==> src/sv/isqrt_pkg.sv <==
// Shared widths, constants and interface types for the integer square root unit.
// Used by isqrt_core and integer_square_root_unit; depends on nothing.
package isqrt_pkg;

    localparam int RAD_W  = 32;
    localparam int ROOT_W = 16;
    localparam int REM_W  = 16;
    localparam int ITERS  = 16;
    localparam int CNT_W  = 4;
    localparam int DBL_W  = 2;

    localparam logic [RAD_W-1:0] RED_LIMIT  = 32'h3FFF_FFFF;
    localparam logic [RAD_W-1:0] RED_LIMIT2 = 32'hFFFF_FFFC;

    typedef struct packed {
        logic start;
        logic take;
    } t_core_ctl;

    typedef struct packed {
        logic idle;
        logic done;
    } t_core_sts;

endpackage

==> src/sv/isqrt_core.sv <==
// Digit-serial square root engine: two radicand bits enter the remainder per cycle.
// Depends on isqrt_pkg for widths and the control and status types.
module isqrt_core import isqrt_pkg::*; (
    input  logic               i_clk,
    input  logic               i_rst_n,
    input  t_core_ctl          i_ctl,
    input  logic [RAD_W-1:0]   i_rad,
    input  logic [DBL_W-1:0]   i_dbl,
    output t_core_sts          o_sts,
    output logic [ROOT_W-1:0]  o_root
);

    localparam logic [1:0] S_IDLE = 2'd0;
    localparam logic [1:0] S_RUN  = 2'd1;
    localparam logic [1:0] S_DONE = 2'd2;

    logic [1:0]        r_state, n_state;
    logic [CNT_W-1:0]  r_cnt, n_cnt;
    logic [RAD_W-1:0]  r_rad, n_rad;
    logic [REM_W-1:0]  r_rem, n_rem;
    logic [ROOT_W-1:0] r_root, n_root;
    logic [DBL_W-1:0]  r_dbl, n_dbl;

    logic [REM_W+1:0]  rem_sh;
    logic [REM_W+1:0]  trial;
    logic [REM_W+1:0]  diff;
    logic              fits;

    assign rem_sh = {r_rem, r_rad[RAD_W-1 -: 2]};
    assign trial  = {r_root, 2'b01};
    assign fits   = (rem_sh >= trial);
    assign diff   = rem_sh - trial;

    always_comb begin
        n_state = r_state;
        n_cnt   = r_cnt;
        n_rad   = r_rad;
        n_rem   = r_rem;
        n_root  = r_root;
        n_dbl   = r_dbl;
        case (r_state)
            S_IDLE: begin
                if (i_ctl.start) begin
                    n_state = S_RUN;
                    n_cnt   = '0;
                    n_rad   = i_rad;
                    n_rem   = '0;
                    n_root  = '0;
                    n_dbl   = i_dbl;
                end
            end
            S_RUN: begin
                n_rad = {r_rad[RAD_W-3:0], 2'b00};
                if (fits) begin
                    n_rem  = diff[REM_W-1:0];
                    n_root = {r_root[ROOT_W-2:0], 1'b1};
                end else begin
                    n_rem  = rem_sh[REM_W-1:0];
                    n_root = {r_root[ROOT_W-2:0], 1'b0};
                end
                n_cnt = r_cnt + 1'b1;
                if (r_cnt == CNT_W'(ITERS - 1)) begin
                    n_state = S_DONE;
                end
            end
            S_DONE: begin
                if (i_ctl.take) begin
                    n_state = S_IDLE;
                end
            end
            default: begin
                n_state = S_IDLE;
            end
        endcase
    end

    always_ff @(posedge i_clk) begin
        if (!i_rst_n) begin
            r_state <= S_IDLE;
        end else begin
            r_state <= n_state;
        end
        r_cnt  <= n_cnt;
        r_rad  <= n_rad;
        r_rem  <= n_rem;
        r_root <= n_root;
        r_dbl  <= n_dbl;
    end

    always_comb begin
        case (r_dbl)
            2'd0:    o_root = r_root;
            2'd1:    o_root = {r_root[ROOT_W-2:0], 1'b0};
            2'd2:    o_root = {r_root[ROOT_W-3:0], 2'b00};
            default: o_root = {r_root[ROOT_W-4:0], 3'b000};
        endcase
    end

    assign o_sts.idle = (r_state == S_IDLE);
    assign o_sts.done = (r_state == S_DONE);

endmodule

==> src/sv/integer_square_root_unit.sv <==
// Top level of the integer square root unit: input reduction, engine and output register.
// Depends on isqrt_pkg and isqrt_core.
//
// The unit takes one unsigned 32-bit radicand per transaction and returns one 16-bit
// root. Below 0x3FFFFFFF the root is the exact floor square root. At or above it the
// radicand is shifted right by two (twice from 0xFFFFFFFC up) and the root is doubled
// once per shift, so the result can fall slightly below the true floor root. One
// radicand is worked on at a time: the engine retires two radicand bits per cycle,
// and a new transaction is accepted only after the finished root has moved into the
// output register. The output register holds a finished root while the engine takes
// the next radicand.
module integer_square_root_unit import isqrt_pkg::*; (
    input  logic              i_clk,
    input  logic              i_rst_n,
    input  logic              i_valid,
    output logic              o_ready,
    input  logic [RAD_W-1:0]  i_radicand,
    output logic              o_valid,
    input  logic              i_ready,
    output logic [ROOT_W-1:0] o_root
);

    t_core_ctl         core_ctl;
    t_core_sts         core_sts;
    logic [RAD_W-1:0]  red_rad;
    logic [DBL_W-1:0]  red_dbl;
    logic [ROOT_W-1:0] core_root;
    logic              out_free;
    logic              r_out_valid;
    logic [ROOT_W-1:0] r_out_root;

    always_comb begin
        if (i_radicand >= RED_LIMIT2) begin
            red_rad = {4'b0000, i_radicand[RAD_W-1:4]};
            red_dbl = 2'd2;
        end else if (i_radicand >= RED_LIMIT) begin
            red_rad = {2'b00, i_radicand[RAD_W-1:2]};
            red_dbl = 2'd1;
        end else begin
            red_rad = i_radicand;
            red_dbl = 2'd0;
        end
    end

    assign o_ready        = core_sts.idle;
    assign out_free       = !r_out_valid || i_ready;
    assign core_ctl.start = i_valid && core_sts.idle;
    assign core_ctl.take  = core_sts.done && out_free;

    isqrt_core u_core (
        .i_clk   (i_clk),
        .i_rst_n (i_rst_n),
        .i_ctl   (core_ctl),
        .i_rad   (red_rad),
        .i_dbl   (red_dbl),
        .o_sts   (core_sts),
        .o_root  (core_root)
    );

    always_ff @(posedge i_clk) begin
        if (!i_rst_n) begin
            r_out_valid <= 1'b0;
        end else if (out_free) begin
            r_out_valid <= core_sts.done;
        end
        if (core_ctl.take) begin
            r_out_root <= core_root;
        end
    end

    assign o_valid = r_out_valid;
    assign o_root  = r_out_root;

endmodule
==> config.mk <==
export PLATFORM = sky130hd
export DESIGN_NAME = integer_square_root_unit
export DESIGN_NICKNAME = d
export VERILOG_FILES = /design/src/sv/isqrt_pkg.sv /design/src/sv/isqrt_core.sv /design/src/sv/integer_square_root_unit.sv
export SDC_FILE = /design/constraint.sdc
export NUM_CORES = 1
export LEC_CHECK = 0
export BUFFER_PORTS_ARGS = -buffer_cell sky130_fd_sc_hd__buf_2
export CAP_MARGIN = 20
export CORE_MARGIN = 1
export CORE_UTILIZATION = 54
export CTS_CLUSTER_DIAMETER = 120
export DETAILED_ROUTE_END_ITERATION = 10
export GPL_TIMING_DRIVEN = 0
export PLACE_DENSITY = 0.77
export SYNTH_ARGS = -nofsm -noshare
export SYNTH_HDL_FRONTEND = slang
export SYNTH_SLANG_ARGS = --single-unit
==> constraint.sdc <==
create_clock -name i_clk -period 3.05 [get_ports i_clk]
set_clock_uncertainty 0.2 [all_clocks]
set_input_delay 0.1525 -clock i_clk [delete_from_list [all_inputs] [get_ports i_clk]]
set_output_delay 0.1525 -clock i_clk [all_outputs]
set_load 0.005 [all_outputs]
==> After elaboration in Yosys (flattened, before gate mapping) <==
Cells that the tools add are included.
{ "op_classes": {"reduce_logical": 10, "n_addsub": 2, "muxes": 17, "order_cmp": 3, "n_eq_ne": 8} }
{ "ops": {"columns": ["op", "n"], "rows": [
  ["32-bit two-way mux", 3],
  ["16-bit case mux with 2 select lines", 2],
  ["32-bit case mux with 2 select lines", 1],
  ["16-bit case mux with 3 select lines", 1],
  ["32-bit by 30-bit >= comparator with 1-bit output (second input constant)", 1],
  ["32-bit >= comparator (second input constant)", 1],
  ["16-bit two-way mux", 2],
  ["18-bit >= comparator", 1],
  ["16-bit subtractor", 1],
  ["4-bit case mux with 2 select lines", 1],
  ["2-bit two-way mux", 3],
  ["2-bit case mux with 3 select lines", 1],
  ["4-bit by 1-bit adder with 4-bit output (second input constant)", 1],
  ["2-bit by 1-bit == test with 1-bit output (second input constant)", 2],
  ["2-bit == test (second input constant)", 2],
  ["4-bit == test (second input constant)", 1],
  ["2-bit zero test", 2],
  ["4-bit two-way mux", 1],
  ["2-bit by 1-bit inequality test with 1-bit output (second input constant)", 2],
  ["2-bit AND reduction", 2],
  ["3-bit AND reduction", 1],
  ["1-bit logical AND", 2],
  ["1-bit two-way mux", 2],
  ["2-bit inequality test (second input constant)", 1],
  ["other kinds (3)", 3]
]} }
{ "word_totals": {"elab_cells": 48, "register_bits": 89, "output_inout_bits": 18, "inputBits": 36} }

==> Longest topological paths before layout <==
{ "depth": {"depth_word": 5, "ltp_mapped": 10, "mapped_depth_nobuf": 8} }

==> By module <==
Synthesis repeated with hierarchy kept, for this count alone.
{ "hier_totals": {"hier_cells": 495, "hier_area_um2": 5300.1} }
{ "modules_own_cells": {"columns": ["mod", "cells_per_inst", "instances", "seq_area_each_um2", "area_per_inst_um2"], "rows": [
  ["isqrt_core", 419, 1, 2142.1, 4257.8],
  ["integer_square_root_unit", 76, 1, 500.5, 1042.2]
]} }

==> Least setup slack after synthesis <==
OpenSTA, ideal clock, no wires.
{ "synth_timing": {"kind": "reg-to-reg", "from": "register u_core.r_state[1]", "to": "register u_core.r_cnt[0], enable pin", "path_slack_ns": -0.126, "t_arrival_ns": 2.261, "path_buffers": 2, "path_stages_with_launch": 5, "synth_period_minus_slack_ns": 3.176, "setup_ns": 0.715, "required_ns": 2.135, "cell_sequence": "dfxtp_1 > nand2b_1 > clkbuf_1 > clkbuf_1 > nand2_1"} }
{ "synth_via": {"elab_chain_len": 4, "elab_cells_between_ends": 6, "cone_classes": "2 x eq/ne; 4 x reduce/logical"} }
{ "synth_rtl": {"columns": ["item", "line", "source"], "rows": [
  ["start: declaration", "isqrt_core.sv:17", "logic [1:0] r_state, n_state;"],
  ["start signal: assignment", "isqrt_core.sv:81", "r_state <= n_state;"],
  ["2-bit zero test", "isqrt_core.sv:41, isqrt_core.sv:99", null],
  ["1-bit logical AND", "integer_square_root_unit.sv:47", "assign core_ctl.start = i_valid && core_sts.idle;"],
  ["2-bit by 1-bit inequality test with 1-bit output (no line)", null, null],
  ["2-bit AND reduction (no line) (*)", null, null],
  ["end signal: assignment", "isqrt_core.sv:83", "r_cnt <= n_cnt;"],
  ["end: declaration", "isqrt_core.sv:18", "logic [CNT_W-1:0] r_cnt, n_cnt;"]
]} }
Mark *: on every way between the ends. The rest lies on a longest branch, timed or not.
A chain may end at the register's enable or synchronous reset.

==> Worst setup path in the final report <==
{ "layout_timing": {"from": "input i_radicand[18]", "to": "register u_core.r_rad[14], data pin"} }
{ "layout_via": {"elab_chain_len": 5, "elab_cells_between_ends": 6, "cone_classes": "2 x order compare; 4 x mux"} }
{ "layout_rtl": {"columns": ["item", "line", "source"], "rows": [
  ["start: declaration", "integer_square_root_unit.sv:17", "input logic [RAD_W-1:0] i_radicand,"],
  ["32-bit by 30-bit >= comparator with 1-bit output", "integer_square_root_unit.sv:36", "end else if (i_radicand >= RED_LIMIT) begin"],
  ["32-bit two-way mux", "integer_square_root_unit.sv:36", null],
  ["32-bit two-way mux (*)", "integer_square_root_unit.sv:33", "if (i_radicand >= RED_LIMIT2) begin"],
  ["32-bit two-way mux (*)", "isqrt_core.sv:43", "if (i_ctl.start) begin"],
  ["32-bit case mux with 2 select lines (*)", "isqrt_core.sv:41", "case (r_state)"],
  ["named net u_core.n_rad[14]", "isqrt_core.sv:19", "logic [RAD_W-1:0] r_rad, n_rad;"],
  ["end signal: assignment", "isqrt_core.sv:84", "r_rad <= n_rad;"],
  ["end: declaration", "isqrt_core.sv:19", null]
]} }
Mark *: on every way through the listed nets, which the timed path passes. The rest lies on a longest branch. The select of a mux whose other input is x is not followed.

==> flow_summary.toml <==
[outcome]
status = "finished, final reports clean"

[sta]
finalCriticalPeriod_ns = 2.92
fin_crit_sh_pct = 95.9
fmax_mhz = 342
drv_slew = 0
grt_setup_unrepaired = "false"
setup_viol = 0
setup_slack_ns = 0.125
max_slew_margin_pct = 38.7
tightest_slew_ns = 0.919
hold_violations = 0

[synth]
synth_top_family_by_area = "compound AO/OA/AOI/OAI gates"
ys_ff_latch = 89
avgSynthCellArea_sq_um = 11.3
synth_cells = 459
ys_types = 57
synth_area_leader_cell = "edfxtp_1"
synth_area_leaders = "edfxtp_1, mux2i_1, mux4_2"
synth_xor_area_share_pct = 1.52
ys_async_sr_fraction_pct = 0
synthMuxAreaShare_pct = 12.3
synth_edf_count = 86
synthAdderAreaFrac_pct = 4.58
ys_seq_area_share_pct = 50.9
synth_compound_area_share_pct = 14.1
synth_top_area_share_pct = 49.7
synth_ff_type = "edfxtp_1"
ys_warn_count = 0
synth_nets = 514
yosys.area_share.simple_pct = 12.2
syn_area_sq_um = 5200

[clock_tree]
cts_tree = "built"
cts.clk_slew.worst_paths_ns = 0.10
cts_max_level = 3
cts_setup_buffers = 0
clk_latency_ns = 0.38
cts_buffer_depth = 2
cts_root_buf = "clkbuf_8"
cts_made_buffers = 9
cts_num_sinks = 89

[pwr]
p_sw_w = 0.00119
clkPwrFrac_pct = 25.5
vdd_ir_drop_max_mv = 0.338
swShare_pct = 32.6
pwr-share-comb_pct = 30.9
intPower_w = 0.00247
seqPwrFrac_pct = 43.7
total_leakage_power_nw = 2.35
power_w = 0.00366
p_per_area_nw_per_um2 = 590

[placed_design]
place_area_sq_um = 5640
place_ws_ns = 0.179
gp_congestion = 0.901
dp_cells = 642
port_buffers = 53
dp_hpwl_mm = 8.26

[layout]
final_area_sq_um = 6210
n_fill_cell = 695
drive_gt1_share_pct = 18.9
synthToLayoutAreaGrowth_pct = 19.4
stdcell_count = 691
post-route-util_pct = 66.8
final_common_cell = "edfxtp_1"
final_cell_mix = "edfxtp_1, buf_2, nor2_1, nand2_1, mux2i_1"
nets = 612
diodes = 0

[global_route]
met3_usage_pct = 5.71
use_met2_pct = 42.7
grt_busiest_layer = "met2"
grt_pass1_vias = 4009
grt_util_all_layers_pct = 26.5
grt_pass1_wl_mm = 19.9
antenna_found_initial = 0
grt_use_met1_pct = 34.8
grt.overflow.total = 0
grt_max_degree = 69

[floorplan]
die-area_sq_um = 10000
core_area_sq_um = 9280
row_count = 35
pin_count = 54
die_w_microns = 100
start_util_pct = 56.0
die-height_microns = 100

[route]
drt-initial-drc-count = 308
vias_per_cell = 6.02
routed-via-count = 4159
drt_first_pass_iters = 5
final_antenna_net_count = 0
drc = 0
post_drt_wl_per_cell_microns = 18.0
wirelength_mm = 12.4

[run]
drv_cap = 0

[worst_setup_path]
end_kind = "register"
crit_type = "input port to register"
cp-start-kind = "input port"
arrival_ns = 2.83
critPathRequiredTime_ns = 2.96
path_max_fanout = 10

[min_path]
hp-class = "input port to register"
-- power groups by stage --
stage	logic, W	clock network [W]	registers [W]
after floorplan	0.000822	0	0.00159
after global placement	0.00102	0	0.00162
after detailed placement	0.00106	0	0.00162
after CTS	0.00110	0.000934	0.00160
after global routing	0.00125	0.000984	0.00161
final	0.00113	0.000932	0.00160
-- Yosys cell counts (all sizes together) (9+ instances only) --
| library cell | instances |
|---|---|
| edfxtp | 86 |
| nor2 | 44 |
| nand2 | 42 |
| mux2i | 38 |
| o21ai | 38 |
| inv | 24 |
| a21oi | 22 |
| ha | 19 |
| clkbuf | 15 |
| mux4 | 11 |
| buf | 10 |
| nand3 | 9 |
-- metrics by stage --
step	setup TNS [ns]	hold slack, ns
floorplan	0	0.0742
finish	0	0.00148
global route	0	0.0171
detailed placement	0	0.185
CTS	0	0.000461
global placement	-11.70	0.177
-- worst max-delay path: stages --
cell	delay, ns
dlygate4sd3_1	0.54
buf_2	0.15
nand4_1	0.13
nor4_1	0.32
nand2_1	0.15
o21a_1	0.20
clkbuf_1	0.11
buf_2	0.22
mux2i_1	0.17
dlygate4sd3_1	0.58
o21ai_0	0.10
-- layout make-up --
class / count / area, sq um / share of cell area (%)
inverter: 24 / 90.1 / 1.45
clock buffer: 9 / 124 / 2.00
multi-input combinational: 321 / 2340 / 37.7
sequential: 89 / 2640 / 42.6
timing repair buffer: 87 / 603 / 9.72
clock inverter: 7 / 106 / 1.71
tap: 129 / 161 / 2.60
buffer: 25 / 139 / 2.24
-- state kept, by name, indices dropped and copies added (netlist names) --
signal	count
o_root	16
o_valid	1
u_core.r_cnt	4
u_core.r_dbl	2
u_core.r_rad	32
u_core.r_rem	16
u_core.r_root	16
u_core.r_state	2
-- timing repair --
| item | CTS | global route |
|---|---|---|
| endpoints found under the hold margin | 22 | 0 |
| endpoints found under the setup margin | 0 | 8 |
| hold buffers | 33 | 0 |
| resized for setup | 0 | 1 |
-- final timing paths --
path,start,to,slack (ns),depth (start not counted)
min reg2reg,u_core.r_rad[10]$_DFFE_PP_,u_core.r_rad[12]$_DFFE_PP_,0.33,2
max,i_radicand[18],u_core.r_rad[14]$_DFFE_PP_,0.13,11
max reg2reg,u_core.r_root[9]$_SDFFCE_PN0P_,u_core.r_rem[15]$_SDFFCE_PN0P_,0.19,10
min,i_radicand[9],u_core.r_rad[7]$_DFFE_PP_,0.001,3
-- cells by family after synthesis --
kind of cell               after synthesis
AOI/OAI and AO/OA                      108
adders and majority gates               19
xor gates and xnor gates                 9
buffers and inverters                   49
DFF                                     89
and+or+nand+nor                        135
muxes                                   50
-- per-layer routing --
layer | vias to the layer above | routed length (microns)
met5 | - | 0
met4 | 0 | 414
met3 | 43 | 882
met2 | 201 | 5950
met1 | 1982 | 5210
li1 | 1933 | -
Note: power is estimated with default switching activity, not from simulation.
